===== src/hdl/msvf_pkg.sv =====
package msvf_pkg;

  // Shared multiplier datapath widths
  localparam int MC_W  = 34;             // signed multiplicand
  localparam int DIG_W = 4;              // multiplier digit per cycle
  localparam int MPL_W = 16;             // unsigned multiplier, four digits
  localparam int ACC_W = MC_W + MPL_W;   // product accumulator
  localparam int CNT_W = 3;
  localparam logic [CNT_W-1:0] DIGITS_FULL = CNT_W'(MPL_W / DIG_W);
  localparam logic [CNT_W-1:0] DIGITS_ONE  = CNT_W'(1);

  localparam int MIX_W   = 18;
  localparam int OUT_W   = 16;
  localparam int STATE_W = 24;
  localparam int OP_W    = 32;
  localparam int CFG_W   = 15;
  localparam int LIM_W   = 17;

  localparam logic [LIM_W-1:0] FULL_LIMIT = LIM_W'(50000);
  localparam logic [LIM_W-1:0] BAL_LIMIT  = LIM_W'(40000);
  localparam logic [LIM_W-1:0] INC_LIMIT  = LIM_W'(8192);
  localparam logic [LIM_W-1:0] FB_LIMIT   = LIM_W'(4096);

  typedef logic signed [ACC_W-1:0] wide_t;

  typedef enum logic [2:0] {
    REG_QUALITY = 3'd0,
    REG_COEFF   = 3'd1,
    REG_RES     = 3'd2,
    REG_ROUTE   = 3'd3,
    REG_MODE    = 3'd4
  } cfg_reg_t;

  localparam logic [1:0] QM_FULL = 2'd0;
  localparam logic [1:0] QM_BAL  = 2'd1;
  localparam logic [1:0] QM_FAST = 2'd2;

  function automatic wide_t clamp_sym(input wide_t v, input logic [LIM_W-1:0] lim);
    wide_t lim_s;
    lim_s = $signed({{(ACC_W-LIM_W){1'b0}}, lim});
    if (v > lim_s) begin
      return lim_s;
    end else if (v < -lim_s) begin
      return -lim_s;
    end
    return v;
  endfunction

  function automatic logic signed [OUT_W-1:0] sat16(input wide_t v);
    if (v > 50'sd32767) begin
      return 16'sh7fff;
    end else if (v < -50'sd32768) begin
      return 16'sh8000;
    end
    return v[OUT_W-1:0];
  endfunction

endpackage


===== src/hdl/multimode_state_variable_filter_top.sv =====
// Multimode state-variable filter. One signed 18-bit mix sample goes in on
// s_axis, one saturated 16-bit sample comes out on m_axis. Quality mode 0 (and
// 3) runs the full state-variable filter, 1 the balanced one, 2 a one-pole
// lowpass. All products go through one shared multiplier that takes a 4-bit
// digit of the unsigned operand per cycle, so the multiply chain sets how long
// the input stays closed: a filter sample keeps it closed through setup, two
// 4-digit multiplies with their update steps, one 1-digit resonance multiply,
// the final step and the output write; a one-pole sample through setup, one
// 4-digit multiply, its update and the write; and a bypassed sample (no mode
// bit or no routing bit in full or balanced) only through the write. The result turns
// valid at the edge that reopens the input; a stalled result in the output
// register holds the block back until it is taken. Input is taken only while
// the block is idle; a finished sample sits in the output register, so the
// next input can be taken while it waits. Registers are written through
// cfg_we/cfg_addr/cfg_data and must only be changed while the block is idle.
module multimode_state_variable_filter_top (
  input  logic        clk,
  input  logic        rst,
  input  logic        s_axis_tvalid,
  output logic        s_axis_tready,
  input  logic [23:0] s_axis_tdata,   // [17:0] mix_in
  output logic        m_axis_tvalid,
  input  logic        m_axis_tready,
  output logic [15:0] m_axis_tdata,   // [15:0] sample_out
  input  logic        cfg_we,
  input  logic [2:0]  cfg_addr,
  input  logic [msvf_pkg::CFG_W-1:0] cfg_data
);
  import msvf_pkg::*;

  typedef enum logic [2:0] {
    S_IDLE, S_PREP, S_MUL, S_INC1, S_INC2, S_FINAL, S_ONEPOLE, S_WRITE
  } state_t;

  typedef enum logic [1:0] {PH_H, PH_B, PH_FB, PH_OP} phase_t;

  state_t state;
  phase_t phase;

  logic [1:0]       quality_mode;
  logic [CFG_W-1:0] filter_coeff;
  logic [3:0]       resonance;
  logic [3:0]       route_mask;
  logic [2:0]       mode_bits;

  logic signed [STATE_W-1:0] band_state;
  logic signed [STATE_W-1:0] low_state;
  logic signed [OP_W-1:0]    onepole_state;

  logic signed [MIX_W-1:0]   mix;
  logic signed [STATE_W-1:0] vb;
  logic signed [STATE_W-1:0] vl;
  logic signed [MIX_W-1:0]   h;
  logic signed [MC_W-1:0]    mcand;
  logic [MPL_W-1:0]          mplier;
  logic [CNT_W-1:0]          dcnt;
  wide_t                     acc;
  logic signed [OUT_W-1:0]   result;

  logic                      is_fast;
  logic                      is_full;
  logic                      bypass;
  logic [LIM_W-1:0]          lim;
  logic signed [MIX_W-1:0]   mix_in;
  logic signed [MC_W+DIG_W:0] dig_prod;
  wide_t                     acc_next;
  wide_t                     vb_c;
  wide_t                     vl_c;
  wide_t                     h_wide;
  logic signed [MIX_W-1:0]   h_next;
  wide_t                     inc_c;
  logic signed [STATE_W-1:0] vb_new;
  logic signed [STATE_W-1:0] vl_new;
  wide_t                     fb_c;
  wide_t                     svf_sum;
  wide_t                     x_op;
  wide_t                     op_diff;
  logic signed [OP_W-1:0]    y_new;

  function automatic wide_t shr_sh(input wide_t v, input logic full);
    return full ? (v >>> 3) : (v >>> 4);
  endfunction

  always_comb begin
    is_fast = (quality_mode == QM_FAST);
    is_full = (quality_mode != QM_BAL);
    lim     = is_full ? FULL_LIMIT : BAL_LIMIT;
    mix_in  = $signed(s_axis_tdata[MIX_W-1:0]);
    bypass  = (mode_bits == 3'd0) || (route_mask == 4'd0);

    // one digit of the multiplier per cycle, most significant first
    dig_prod = mcand * $signed({1'b0, mplier[MPL_W-1 -: DIG_W]});
    acc_next = (acc <<< DIG_W) + ACC_W'(dig_prod);

    // integrators are clamped at the start of every filter step
    vb_c   = clamp_sym(ACC_W'(band_state), lim);
    vl_c   = clamp_sym(ACC_W'(low_state), lim);
    h_wide = (ACC_W'(mix) >>> 3) - shr_sh(vl_c, is_full) - shr_sh(vb_c, is_full);
    h_next = is_full ? MIX_W'(sat16(h_wide)) : h_wide[MIX_W-1:0];

    inc_c  = is_full ? clamp_sym(acc >>> 14, INC_LIMIT) : (acc >>> 14);
    vb_new = vb + inc_c[STATE_W-1:0];
    vl_new = vl + inc_c[STATE_W-1:0];

    fb_c    = clamp_sym(is_full ? (acc >>> 7) : (acc >>> 8), FB_LIMIT);
    svf_sum = fb_c;
    if (mode_bits[0]) begin
      svf_sum = svf_sum + shr_sh(ACC_W'(vl), is_full);
    end
    if (mode_bits[1]) begin
      svf_sum = svf_sum + shr_sh(ACC_W'(vb), is_full);
    end
    if (mode_bits[2]) begin
      svf_sum = svf_sum + ACC_W'(h);
    end

    x_op    = ACC_W'(mix) >>> 2;
    op_diff = x_op - ACC_W'(onepole_state);
    // accumulator wraps to 32 bits
    y_new   = onepole_state + acc[OP_W+11:12];
  end

  assign s_axis_tready = (state == S_IDLE);

  always_ff @(posedge clk) begin
    if (rst) begin
      state         <= S_IDLE;
      phase         <= PH_H;
      dcnt          <= '0;
      quality_mode  <= '0;
      filter_coeff  <= '0;
      resonance     <= '0;
      route_mask    <= '0;
      mode_bits     <= '0;
      band_state    <= '0;
      low_state     <= '0;
      onepole_state <= '0;
      m_axis_tvalid <= 1'b0;
    end else begin
      if (cfg_we) begin
        case (cfg_addr)
          REG_QUALITY: quality_mode <= cfg_data[1:0];
          REG_COEFF:   filter_coeff <= cfg_data;
          REG_RES:     resonance    <= cfg_data[3:0];
          REG_ROUTE:   route_mask   <= cfg_data[3:0];
          REG_MODE:    mode_bits    <= cfg_data[2:0];
          default: ;
        endcase
      end

      // S_WRITE refills the output register itself
      if (m_axis_tvalid && m_axis_tready && (state != S_WRITE)) begin
        m_axis_tvalid <= 1'b0;
      end

      case (state)
        S_IDLE: begin
          if (s_axis_tvalid) begin
            mix <= mix_in;
            if (!is_fast && bypass) begin
              result <= sat16(ACC_W'(mix_in));
              state  <= S_WRITE;
            end else begin
              state <= S_PREP;
            end
          end
        end
        S_PREP: begin
          acc  <= '0;
          dcnt <= DIGITS_FULL;
          if (is_fast) begin
            mcand  <= op_diff[MC_W-1:0];
            mplier <= {3'b000, filter_coeff[CFG_W-1:2]};
            phase  <= PH_OP;
          end else begin
            vb     <= vb_c[STATE_W-1:0];
            vl     <= vl_c[STATE_W-1:0];
            h      <= h_next;
            mcand  <= MC_W'(h_next);
            mplier <= {1'b0, filter_coeff};
            phase  <= PH_H;
          end
          state <= S_MUL;
        end
        S_MUL: begin
          acc    <= acc_next;
          mplier <= mplier << DIG_W;
          dcnt   <= dcnt - 1'b1;
          if (dcnt == DIGITS_ONE) begin
            case (phase)
              PH_H:    state <= S_INC1;
              PH_B:    state <= S_INC2;
              PH_FB:   state <= S_FINAL;
              default: state <= S_ONEPOLE;
            endcase
          end
        end
        S_INC1: begin
          vb     <= vb_new;
          mcand  <= MC_W'(vb_new);
          mplier <= {1'b0, filter_coeff};
          acc    <= '0;
          dcnt   <= DIGITS_FULL;
          phase  <= PH_B;
          state  <= S_MUL;
        end
        S_INC2: begin
          vl     <= vl_new;
          mcand  <= MC_W'(vb);
          // resonance sits in the top digit: a single step forms vb * resonance
          mplier <= {resonance, {(MPL_W-DIG_W){1'b0}}};
          acc    <= '0;
          dcnt   <= DIGITS_ONE;
          phase  <= PH_FB;
          state  <= S_MUL;
        end
        S_FINAL: begin
          band_state <= vb;
          low_state  <= vl;
          result     <= sat16(svf_sum <<< 2);
          state      <= S_WRITE;
        end
        S_ONEPOLE: begin
          onepole_state <= y_new;
          result        <= sat16(ACC_W'(y_new) <<< 2);
          state         <= S_WRITE;
        end
        S_WRITE: begin
          if (!m_axis_tvalid || m_axis_tready) begin
            m_axis_tdata  <= result;
            m_axis_tvalid <= 1'b1;
            state         <= S_IDLE;
          end
        end
        default: state <= S_IDLE;
      endcase
    end
  end

endmodule


===== config.mk =====
export PLATFORM = sky130hd
export DESIGN_NAME = multimode_state_variable_filter_top
export DESIGN_NICKNAME = d
export VERILOG_FILES = /design/src/hdl/msvf_pkg.sv /design/src/hdl/multimode_state_variable_filter_top.sv
export SDC_FILE = /design/constraint.sdc
export NUM_CORES = 2
export LEC_CHECK = 0
export BUFFER_PORTS_ARGS = -buffer_cell sky130_fd_sc_hd__buf_2
export CAP_MARGIN = 20
export CORE_ASPECT_RATIO = 1.75
export CORE_MARGIN = 2
export CORE_UTILIZATION = 55
export CTS_BUF_LIST = sky130_fd_sc_hd__clkbuf_4 sky130_fd_sc_hd__clkbuf_8
export CTS_CLUSTER_SIZE = 14
export DETAILED_ROUTE_END_ITERATION = 8
export PLACE_DENSITY = 0.68
export SLEW_MARGIN = 25
export SYNTH_ARGS = -nofsm -noshare
export SYNTH_HDL_FRONTEND = slang
export SYNTH_SLANG_ARGS = --single-unit

===== constraint.sdc =====
create_clock -name clk -period 16.5 [get_ports clk]
set_clock_uncertainty 0.1 [all_clocks]
set_input_delay 0.825 -clock clk [delete_from_list [all_inputs] [get_ports clk]]
set_output_delay 0.825 -clock clk [all_outputs]
set_load 0.01 [all_outputs]

==> flow_metrics.py <==
metrics = {
    "status": {
        "outcome": "completed",
    },
    "die": {
        "dieHeight_um": 355.7,
        "boundaryPins": 65,
        "initial_core_util": 0.5524,
        "core.rowCount": 129,
        "core_um2": 70370,
        "dieArea_um2": 72900,
        "die_w_um": 205.0,
    },
    "synth": {
        "synthesis.area_um2": 38870,
        "ys_ff_latch": 330,
        "synth-seq-area-share": 0.2248,
        "syn_avg_cell_area_um2": 8.015,
        "synth.net_count": 5457,
        "synth-edff-count": 213,
        "yosysWarnings": 0,
        "synthCells": 4850,
        "synth_cell_types": 99,
        "synthArstFlopShare": 0,
        "yosys_most_used_dff": "edfxtp_1",
    },
    "detailed_routing": {
        "routed_wirelength_mm": 145.8,
        "routedWlPerCell_um": 25.32,
        "firstDrtPassIters": 6,
        "drt_iter0_drc": 2463,
        "ant_nets": 0,
        "routed_via_density": 6.469,
        "drc_errors": 0,
        "vias": 37246,
    },
    "cells_and_area": {
        "drive_gt1_frac": 0.06493,
        "finish.utilization": 0.5853,
        "fill_cells": 6815,
        "multi_input_area_um2": 28560,
        "regArea_um2": 8742,
        "final_common_cell": "nand2_1",
        "nets": 5401,
        "layout_common_cells": "nand2_1 (710), a21oi_1 (424), ha_1 (408)",
        "areaGrowthSynthToFinish_pct": 5.958,
    },
    "sta": {
        "tns_ps": 0,
        "hold_viol_final": 0,
        "period_needed_ps": 12870,
        "maxSlewHeadroom": 0.1839,
        "max_freq_mhz": 77.71,
        "finalSetupViolations": 0,
        "min_period_over_period": 0.7799,
        "worst_slew_pin_slew_ps": 1215,
        "rsz0062_at_grt": "no",
        "slew_viol_final": 0,
    },
    "worst_setup_path": {
        "path_max_fanout": 70,
        "worstPathArrival_ps": 13160,
        "cpMaxStageDelayCell": "o31ai_1",
        "cp-end-kind": "register",
        "cpPeakStageDelay_ps": 860,
        "cp.required_ps": 16790,
        "critPathLaunchType": "register",
        "critPathKind": "reg -> reg",
    },
    "clock_network": {
        "cts_hold_repair.buffers": 0,
        "path_clk_slew_ps": 70,
        "cts-root-buf": "clkbuf_8",
        "cts_tree": "built",
        "cts_made_buffers": 53,
        "cts_max_level": 2,
        "cts_resized": 0,
        "cts.sinks": 330,
        "clock_path_buffers": 3,
        "post-cts-setup-buffer-count": 0,
        "clk_latency_ps": 680,
    },
    "global_route": {
        "grt_use_total": 0.4002,
        "grt_max_degree": 71,
        "grt_pass1_wl_mm": 219.0,
        "grt_overflow": 0,
        "grt_pass1_vias": 37006,
        "antenna_found_initial": 10,
    },
    "place": {
        "io_buffers": 58,
        "dp_hpwl_mm": 114.1,
        "gp_congestion": 1.029,
    },
    "hold_path": {
        "hold_class": "in -> reg",
    },
    "run": {
        "drv_cap": 0,
    },
}
==> final timing paths <==
| check | startpoint | to | slack [ps] | cells after the start |
|---|---|---|---|---|
| worst min register to register | result[3]$_DFFE_PP_ | m_axis_tdata[3]$_DFFE_PP_ | 320 | 0 |
| worst max register to register | quality_mode[1]$_SDFFE_PP0P_ | result[14]$_DFFE_PP_ | 3630 | 43 |
| worst min-delay path | s_axis_tdata[3] | mix[3]$_DFFE_PP_ | 250 | 1 |
| worst max-delay path | quality_mode[1]$_SDFFE_PP0P_ | result[14]$_DFFE_PP_ | 3630 | 43 |
==> kinds of logic (layout without fill, tap and decap cells) <==
kind of cell	Yosys count	in the layout	synth area share
buffers and inverters	451	437	0.04452
XOR/XNOR	254	254	0.05762
adder cells (fa/ha/maj)	560	560	0.2096
AND/OR/NAND/NOR	1858	1858	0.2254
multiplexers	59	59	0.01564
flip-flops	330	330	0.2248
other	0	5	0
AO/OA/AOI/OAI	1338	1338	0.2225
==> cells in the mapped netlist, types with 12 or more instances <==
master | instances | share of area
o21a_1 | 50 | 0.0097
o21bai_1 | 35 | 0.0068
a2111oi_0 | 12 | 0.0027
or2_2 | 19 | 0.0031
nand2b_1 | 61 | 0.0098
xor2_1 | 103 | 0.023
o2111ai_1 | 14 | 0.0032
mux2i_1 | 45 | 0.012
nor3b_1 | 12 | 0.0023
clkbuf_1 | 197 | 0.019
nor4_1 | 29 | 0.0047
a21o_1 | 143 | 0.028
or4_1 | 14 | 0.0027
a21oi_1 | 424 | 0.055
a31oi_1 | 42 | 0.0068
and2_1 | 163 | 0.026
nand3_1 | 115 | 0.015
xnor2_1 | 150 | 0.034
or3_1 | 32 | 0.0052
buf_1 | 20 | 0.0019
nand4_1 | 61 | 0.0098
o211a_1 | 17 | 0.0044
nor2b_1 | 54 | 0.0087
a221o_1 | 22 | 0.0057
nor3_1 | 81 | 0.010
ha_1 | 408 | 0.13
a21boi_0 | 23 | 0.0044
nand3b_1 | 20 | 0.0039
mux2_2 | 14 | 0.0041
fa_1 | 152 | 0.078
inv_1 | 219 | 0.021
dfxtp_1 | 117 | 0.060
a22oi_1 | 19 | 0.0037
nand2_1 | 711 | 0.069
a211oi_1 | 41 | 0.0079
o31ai_1 | 24 | 0.0046
edfxtp_1 | 213 | 0.16
and3_1 | 54 | 0.0087
o211ai_1 | 41 | 0.0079
o21ai_0 | 267 | 0.034
nor2_1 | 396 | 0.038
==> cell type report <==
| class | instances | area share |
|---|---|---|
| timing repair buffer | 119 | 0.01811 |
| inverter | 221 | 0.02017 |
| multi-input combinational | 4069 | 0.6935 |
| sequential | 330 | 0.2123 |
| clock inverter | 26 | 0.006683 |
| antenna | 5 | 0.0003038 |
| tap | 917 | 0.02786 |
| clock buffer | 71 | 0.02114 |
==> critical path, delay by kind of cell, from the launching register on <==
family,cells,cell delay (ps)
flip-flops,1,330
adder cells (fa/ha/maj),3,1100
XOR/XNOR,3,900
buffers and inverters,6,1580
multiplexers,1,350
AND/OR/NAND/NOR,13,3590
AO/OA/AOI/OAI,17,4540
==> through the flow <==
step	std cells	area [um^2]	setup WS, ps	hold WS, ps
3_5_place_dp	5654	39960	4270	304.5
3_3_place_gp	5653	39950	4267	303.6
4_1_cts	5751	41110	4222	228.1
5_1_grt	5754	41180	2884	252.1
6_report	5758	41190	3632	249.7
2_1_floorplan	4850	38870	6812	300.3
==> state kept, by name, summed over array words and instances (netlist names) <==
register	flops
acc	50
band_state	24
dcnt	3
filter_coeff	15
h	18
low_state	24
m_axis_tdata	16
m_axis_tvalid	1
mcand	33
mix	16
mode_bits	3
mplier	16
onepole_state	32
phase	2
quality_mode	2
resonance	4
result	16
route_mask	4
state	3
vb	24
vl	24
==> routing by layer <==
metal	track usage	part of all wire	vias up
li1	-	-	17312
met1	0.3621	0.31	17832
met2	0.7020	0.49	1398
met3	0.08643	0.059	698
met4	0.4305	0.13	6
met5	0	0.00031	-
Power is left out: the tool's default activity adds up to more than one toggle a clock period on the data nets, which glitch-free logic cannot reach.
